===== config.mk =====
export PLATFORM = sky130hd
export DESIGN_NAME = phlu_divider
export DESIGN_NICKNAME = d
export VERILOG_FILES = /design/src/rtl/assert_macros.svh /design/src/rtl/phlu_pkg.sv /design/src/rtl/phlu_divider.sv
export SDC_FILE = /design/constraint.sdc
export NUM_CORES = 2
export LEC_CHECK = 0
export BUFFER_PORTS_ARGS = -buffer_cell sky130_fd_sc_hd__buf_2
export CAP_MARGIN = 20
export CORE_ASPECT_RATIO = 0.5
export CORE_UTILIZATION = 25
export DETAILED_ROUTE_END_ITERATION = 8
export PLACE_DENSITY = 0.37
export SLEW_MARGIN = 10
export SYNTH_ARGS = -nofsm -noshare
export SYNTH_HDL_FRONTEND = slang
export SYNTH_SLANG_ARGS = --single-unit
export TNS_END_PERCENT = 10

===== constraint.sdc =====
create_clock -name clk -period 7 [get_ports clk]
set_input_delay 0 -clock clk [delete_from_list [all_inputs] [get_ports clk]]
set_output_delay 0 -clock clk [all_outputs]
set_load 0.01 [all_outputs]

===== src/rtl/assert_macros.svh =====
// Assertion macros shared by the RTL files of the polyline height lookup.
// No dependencies; the synthesis branch defines every macro with an empty body.
`ifndef ASSERT_MACROS_SVH
`define ASSERT_MACROS_SVH
`ifndef SYNTHESIS
// Overlapping implication checked on every clock edge out of reset
`define PHLU_ASSERT_IMP(label, clk, rst_n, ante, cons) \
    label: assert property (@(posedge clk) disable iff (!rst_n) (ante) |-> (cons)) \
        else $error("assertion failed");
// Next-cycle implication checked on every clock edge out of reset
`define PHLU_ASSERT_NEXT(label, clk, rst_n, ante, cons) \
    label: assert property (@(posedge clk) disable iff (!rst_n) (ante) |=> (cons)) \
        else $error("assertion failed");
`else
`define PHLU_ASSERT_IMP(label, clk, rst_n, ante, cons)
`define PHLU_ASSERT_NEXT(label, clk, rst_n, ante, cons)
`endif
`endif


===== src/rtl/phlu_pkg.sv =====
// Package for the polyline height lookup: state types, opcodes, field widths.
// No dependencies.
package phlu_pkg;

    // Opcodes of an input transaction
    localparam logic OP_WRITE = 1'b0;
    localparam logic OP_QUERY = 1'b1;

    // Fixed field widths
    localparam int COUNT_BITS = 7;
    localparam int INDEX_BITS = 6;

    // Top-level control sequencer
    typedef enum logic [4:0] {
        S_IDLE = 5'b00001,
        S_SCAN = 5'b00010,
        S_EVAL = 5'b00100,
        S_DIV  = 5'b01000,
        S_DONE = 5'b10000
    } ctl_state_t;

    // Divider sequencer
    typedef enum logic [2:0] {
        D_IDLE = 3'b001,
        D_MUL  = 3'b010,
        D_RUN  = 3'b100
    } div_state_t;

    // Divider status toward the control sequencer
    typedef struct packed {
        logic busy;
        logic done;
    } div_stat_t;

endpackage


===== src/rtl/phlu_divider.sv =====
// Multiply-then-divide unit: q = (a * b) / d, unsigned, truncated.
// A multiply step, then a restoring divider, one quotient bit per cycle. Uses phlu_pkg.
module phlu_divider #(
    parameter int COORD_BITS = 24
) (
    input  logic                      clk,
    input  logic                      rst_n,
    input  logic                      start,
    input  logic [COORD_BITS-1:0]     a,
    input  logic [COORD_BITS:0]       b,
    input  logic [COORD_BITS-1:0]     d,
    output logic [2*COORD_BITS:0]     quotient,
    output phlu_pkg::div_stat_t       stat
);

    import phlu_pkg::*;

    localparam int PROD_BITS = 2 * COORD_BITS + 1;
    localparam int CNT_BITS  = $clog2(PROD_BITS + 1);

    div_state_t               state_reg, state_next;
    logic [CNT_BITS-1:0]      cnt_reg;
    logic                     done_reg;
    logic [COORD_BITS-1:0]    a_reg;
    logic [COORD_BITS:0]      b_reg;
    logic [COORD_BITS-1:0]    d_reg;
    logic [PROD_BITS-1:0]     prod_full;
    logic [PROD_BITS-1:0]     prod_reg;
    logic [COORD_BITS-1:0]    rem_reg;
    logic [COORD_BITS:0]      rem_shift;
    logic [COORD_BITS:0]      rem_diff;
    logic                     q_bit;

    // Full-width product of the captured operands
    assign prod_full = a_reg * b_reg;

    // One restoring step: shift in the next dividend bit, try subtract
    always_comb
    begin
        rem_shift = {rem_reg, prod_reg[PROD_BITS-1]};
        rem_diff  = rem_shift - {1'b0, d_reg};
        q_bit     = (rem_shift >= {1'b0, d_reg});
    end

    // Sequencer next state
    always_comb
    begin
        state_next = state_reg;
        case (state_reg)
            D_IDLE:  if (start) state_next = D_MUL;
            D_MUL:   state_next = D_RUN;
            D_RUN:   if (cnt_reg == CNT_BITS'(1)) state_next = D_IDLE;
            default: state_next = D_IDLE;
        endcase
    end

    // Control registers
    always_ff @(posedge clk or negedge rst_n)
    begin
        if (!rst_n)
        begin
            state_reg <= D_IDLE;
            cnt_reg   <= '0;
            done_reg  <= 1'b0;
        end
        else
        begin
            state_reg <= state_next;
            done_reg  <= (state_reg == D_RUN) && (cnt_reg == CNT_BITS'(1));
            if (state_reg == D_MUL)
            begin
                cnt_reg <= CNT_BITS'(PROD_BITS);
            end
            else if (state_reg == D_RUN)
            begin
                cnt_reg <= cnt_reg - 1'b1;
            end
        end
    end

    // Datapath: operand capture, product, shift-subtract
    always_ff @(posedge clk)
    begin
        case (state_reg)
            D_IDLE:
            begin
                if (start)
                begin
                    a_reg <= a;
                    b_reg <= b;
                    d_reg <= d;
                end
            end
            D_MUL:
            begin
                prod_reg <= prod_full;
                rem_reg  <= '0;
            end
            D_RUN:
            begin
                rem_reg  <= q_bit ? rem_diff[COORD_BITS-1:0] : rem_shift[COORD_BITS-1:0];
                prod_reg <= {prod_reg[PROD_BITS-2:0], q_bit};
            end
            default:
            begin
                rem_reg <= rem_reg;
            end
        endcase
    end

    assign quotient  = prod_reg;
    assign stat.busy = (state_reg != D_IDLE);
    assign stat.done = done_reg;

endmodule


Word level (Yosys, flattened, before mapping)
Cells that the tools add are included.
{ "classes": {"add_sub_neg": 2, "n_mul": 1, "div": 0, "n_lt_le_gt_ge": 1, "n_eq_ne": 7, "n_shift": 0, "n_mux": 8, "bitwise": 0, "reduce_logical": 4} }
{ "op_table": {"columns": ["cell", "count"], "rows": [
  ["case mux 49 bit (2 select lines)", 1],
  ["multiplier 24 x 25 -> 49 bit", 1],
  ["case mux 24 bit (2 select lines)", 1],
  [">= comparator 25 x 24 -> 1 bit", 1],
  ["two-way mux 24 bit", 1],
  ["subtractor 24 bit", 1],
  ["two-way mux 6 bit", 2],
  ["case mux 3 bit (3 select lines)", 1],
  ["equality test 6 x 1 -> 1 bit, second input constant", 1],
  ["two-way mux 3 bit", 2],
  ["subtractor 6 x 1 -> 6 bit, second input constant", 1],
  ["AND reduction 2 bit", 2],
  ["equality test 3 x 1 -> 1 bit, second input constant", 1],
  ["equality test 3 x 2 -> 1 bit, second input constant", 1],
  ["equality test 3 bit, second input constant", 1],
  ["!= test 3 x 1 -> 1 bit, second input constant", 1],
  ["!= test 2 x 1 -> 1 bit, second input constant", 1],
  ["!= test 2 bit, second input constant", 1],
  ["nonzero test 2 bit", 1],
  ["logical AND 1 bit", 1]
]} }
{ "word_totals": {"reg_bits": 156, "latchBits": 0, "mem_bits_rw": 0, "romBits": 0, "input_bits": 76, "output_inout_bits": 51, "wordCells": 31, "memories": 0} }

Longest topological paths before layout
{ "logic_depth": {"word_depth": 3, "depth_mapped": 27, "ltp_nobuf": 25} }

Worst setup path after synthesis
OpenSTA, ideal clock, no wires.
{ "synth_timing": {"path_type": "reg-to-reg", "startpoint": "register a_reg[3]", "endpoint": "register prod_reg[45], in the netlist quotient[45], data pin", "setup_time_ps": 264, "t_arrival_ps": 6519, "t_required_ps": 6736, "setup_slack_ps": 218, "stages_incl_launch_ff": 27, "n_path_buf": 3, "period_less_slack_ps": 6782, "path_cell_list": "edfxtp_1 clkbuf_1 clkbuf_1 nand2_1 fa_1 inv_1 fa_1 inv_1 fa_1 fa_1 inv_1 fa_1 fa_1 inv_1 fa_1 inv_1 ha_1 buf_2 nand2_1 o21ai_1 o21ai_0 a211o_1 a21oi_2 o21ai_1 o41ai_1 xnor2_1 o21ai_1"} }
{ "synth_via": {"elab_chain_cells": 2} }
{ "synth_lines": {"columns": ["element", "line", "rtl"], "rows": [
  ["start, declared", "phlu_divider.sv:24", "logic [COORD_BITS-1:0] a_reg;"],
  ["start signal, assigned", "phlu_divider.sv:89", "a_reg <= a;"],
  ["multiplier 24 x 25 -> 49 bit", "phlu_divider.sv:35", "assign prod_full = a_reg * b_reg;"],
  ["case mux 49 bit (2 select lines)", "phlu_divider.sv:84", "case (state_reg)"],
  ["end signal, assigned", "phlu_divider.sv:96", "prod_reg <= prod_full;"],
  ["end signal, assigned", "phlu_divider.sv:102", "prod_reg <= {prod_reg[PROD_BITS-2:0], q_bit};"],
  ["end, declared", "phlu_divider.sv:28", "logic [PROD_BITS-1:0] prod_reg;"]
]} }
No other way between the ends.
A chain may end at the register's enable or synchronous reset.

Worst setup path in the final report
{ "layout_timing": {"startpoint": "register b_reg[21]", "endpoint": "register prod_reg[48], in the netlist quotient[48], data pin"} }
{ "layout_via": {"elab_chain_cells": 2} }
{ "layout_lines": {"columns": ["element", "line", "rtl"], "rows": [
  ["start, declared", "phlu_divider.sv:25", "logic [COORD_BITS:0] b_reg;"],
  ["start signal, assigned", "phlu_divider.sv:90", "b_reg <= b;"],
  ["multiplier 24 x 25 -> 49 bit", "phlu_divider.sv:35", null],
  ["case mux 49 bit (2 select lines)", "phlu_divider.sv:84", null]
]} }
No other way between the ends.

==> impl_metrics.env <==
export IMPL_status="completed"
export IMPL_synth_area_per_cell_sq_um=9.432
export IMPL_synth_nets=3616
export IMPL_reg2reg_depth=23
export IMPL_antenna_found_initial=3
export IMPL_cts_tree="done"
export IMPL_setup_viol_count_final=0
export IMPL_io_pins=127
export IMPL_dieWidth_um=464.4
export IMPL_fp_row_count=84
export IMPL_syn_area_sq_um=26730
export IMPL_maxSlewHeadroom_pct=31.64
export IMPL_place_hpwl_um=70750
export IMPL_synthAdderAreaFrac_pct=47.23
export IMPL_vias=19410
export IMPL_track_usage_pct=16.40
export IMPL_seq_area_sq_um=4636
export IMPL_drc=0
export IMPL_mostFrequentLayoutCell="inv_1"
export IMPL_fin_nets=3906
export IMPL_synth_warnings=0
export IMPL_cts_sinks=156
export IMPL_r2r_end="quotient[48]$_DFFE_PP_"
export IMPL_routabilityCongestion=0.8310
export IMPL_worstHoldStart="a[14]"
export IMPL_final_hold_violation_count=0
export IMPL_cpMostUsedCell="fa_1"
export IMPL_postRouteAntennaNets=0
export IMPL_dp_cells=4441
export IMPL_cp_endpoint="quotient[48]$_DFFE_PP_"
export IMPL_n_fill_cell=11200
export IMPL_numCtsBuffers=17
export IMPL_drive_gt1_share_pct=13.93
export IMPL_viasPerCell=4.258
export IMPL_drv_cap=0
export IMPL_crit_family="adder cells"
export IMPL_routed_wl_um=84250
export IMPL_slowest_delay_ps=560
export IMPL_start_kind="flop"
export IMPL_rsz0062_at_grt="true"
export IMPL_worst_pin_slew_ps=1025
export IMPL_max_freq_ghz=0.1443
export IMPL_holdPathStages=2
export IMPL_crit_cells=23
export IMPL_synth_cell_types=61
export IMPL_synthMuxAreaShare_pct=0.8613
export IMPL_ys_async_sr_fraction_pct=6.410
export IMPL_synth_edff_count=146
export IMPL_dieArea_sq_um=108300
export IMPL_drtIter0Drc=898
export IMPL_crit_chain="buf_12 > and2_1 > fa_1 > fa_1 > inv_1 > fa_1 > fa_1 > inv_1 > fa_1 > fa_1 > inv_1 > fa_1 > inv_1 > ha_4 > o21a_1 > a21oi_2 > a211o_1 > a211oi_2 > nand3_2 > a21oi_2 > o21ai_2 > xnor2_1 > o21ai_1"
export IMPL_clkLatencyLatePin_ps=520
export IMPL_grt_max_degree=91
export IMPL_cp_slowest_cell="fa_1"
export IMPL_synthSimpleGateAreaFrac_pct=15.88
export IMPL_fin_ws_ps=70.35
export IMPL_synth_seq_cells=156
export IMPL_synth_compound_area_share_pct=6.048
export IMPL_cts_root_buf="clkbuf_16"
export IMPL_io_buffer_count=126
export IMPL_slew_violations=0
export IMPL_htreeDepth=4
export IMPL_r2r_start="b_reg[21]$_DFFE_PP_"
export IMPL_period_needed_ps=6930
export IMPL_worstPathArrival_ps=7170
export IMPL_multi_input_area_sq_um=19610
export IMPL_pre_cts_ws_ps=-188.5
export IMPL_synthCells=2834
export IMPL_critPathCaptureType="flop"
export IMPL_setup_worst_path_start="b_reg[21]$_DFFE_PP_"
export IMPL_start_util_pct=25.33
export IMPL_grt_pass1_wl_um=133200
export IMPL_largest_reg_flops=49
export IMPL_drt_pass1_iter_count=5
export IMPL_final_cells=4558
export IMPL_crit_required_ps=7240
export IMPL_synth_xor_area_share_pct=2.032
export IMPL_die_h_um=233.2
export IMPL_syn2layout_area_growth_pct=20.91
export IMPL_period_share_pct=99.00
export IMPL_final_cell_mix="inv_1 (613), fa_1 (491), nand2_1 (398)"
export IMPL_clock_path_buffers=2
export IMPL_ys_flop_type="edfxtp_1"
export IMPL_grt_pass1_vias=21380
export IMPL_overflow=0
export IMPL_design_core_area_sq_um=105500
export IMPL_synth_top_family_by_area="adder cells"
export IMPL_yosysSeqAreaShare_pct=17.34
export IMPL_crit_fanout=12
export IMPL_rrSetupSlack_ps=70
export IMPL_path_class="reg2reg"
export IMPL_drt_wirelength_per_cell_um=18.48
export IMPL_clk_pin_slew_ps=100
export IMPL_hold_path_class="in2reg"
export IMPL_crit_buf_inv=5
export IMPL_fin_hold_ws_ps=190.6
export IMPL_skew_ps=27.60
worst min-delay path by stage:
stage                             endpoint  slack [ps]
finish                 a_reg[14]$_DFFE_PP_         190
global route           a_reg[14]$_DFFE_PP_         170
CTS                    a_reg[14]$_DFFE_PP_         130
detailed placement      done_reg$_DFF_PN0_        -120
global placement        done_reg$_DFF_PN0_        -120
floorplan           cnt_reg[0]$_DFFE_PN0P_        -300
what timing repair did:
item	4_1_cts	5_1_grt
pin swaps	2	23
endpoints found under the setup margin	12	24
gates resized for setup	19	59
hold endpoints to repair	84	0
setup buffers	2	4
hold buffers	77	0
cells in the mapped netlist, drive strengths merged (2+ instances only):
| master | n | area, sq um |
|---|---|---|
| inv | 613 | 2301 |
| a211oi | 10 | 75.07 |
| or2 | 2 | 12.51 |
| and3 | 9 | 56.30 |
| nor4 | 2 | 12.51 |
| nor2b | 7 | 51.30 |
| a211o | 6 | 52.55 |
| or3b | 4 | 35.04 |
| o41ai | 2 | 17.52 |
| xor2 | 24 | 210.2 |
| o22ai | 5 | 31.28 |
| nand2b | 7 | 43.79 |
| a31oi | 6 | 37.54 |
| a21o | 27 | 202.7 |
| o31a | 2 | 17.52 |
| o221ai | 2 | 23.77 |
| nand4 | 12 | 75.07 |
| o211ai | 7 | 52.55 |
| mux2i | 23 | 230.2 |
| buf | 8 | 63.81 |
| a2111oi | 2 | 17.52 |
| nand2 | 399 | 1498 |
| nor3b | 3 | 27.52 |
| nand3 | 19 | 95.09 |
| a21boi | 2 | 15.01 |
| o21bai | 4 | 30.03 |
| nor3 | 17 | 85.08 |
| edfxtp | 146 | 4384 |
| nor2 | 93 | 349.1 |
| dfrtp | 9 | 225.2 |
| a31o | 4 | 35.03 |
| clkbuf | 125 | 469.2 |
| o31ai | 5 | 51.30 |
| ha | 201 | 2515 |
| a21oi | 110 | 554.3 |
| xnor2 | 38 | 332.8 |
| o21ai | 60 | 300.3 |
| and2 | 297 | 1858 |
| fa | 505 | 10110 |
| o21a | 7 | 52.55 |
per-layer routing:
metal / global-route usage, % / share of wire (%) / up-vias
met3: 2.569 / 4.1 / 38
met4: 3.363 / 1.2 / 0
met1: 25.00 / 53 / 9908
li1: - / - / 9195
met2: 24.12 / 42 / 268
met5: 0 / 0 / -
per-stage QoR:
stage / utilization (%) / TNS (ps) / cell area, sq um
2_1_floorplan: - / 0 / 26730
3_3_place_gp: 28.98 / -849.6 / 30580
3_5_place_dp: 28.98 / -420.2 / 30580
4_1_cts: 30.34 / -15.79 / 32020
5_1_grt: 30.62 / -1067 / 32310
6_report: 30.63 / 0 / 32320
cell families after synthesis:
group                    Yosys count
flip-flops                       156
AO/OA/AOI/OAI                    266
multiplexers                      23
AND/OR/NAND/NOR                  875
buffers and inverters            746
adder cells (fa/ha/maj)          706
XOR/XNOR                          62
area by class of cell:
| cell class | instances | area share [%] |
|---|---|---|
| Antenna cell | 2 | 0.01549 |
| Clock buffer | 17 | 1.316 |
| Clock inverter | 15 | 0.4801 |
| Inverter | 613 | 7.120 |
| Multi-Input combinational cell | 1932 | 60.68 |
| Sequential cell | 156 | 14.34 |
| Tap cell | 1419 | 5.494 |
| Timing Repair Buffer | 404 | 10.55 |
Power is left out: the tool's default activity adds up to more than one toggle a clock period on the data nets, which glitch-free logic cannot reach.
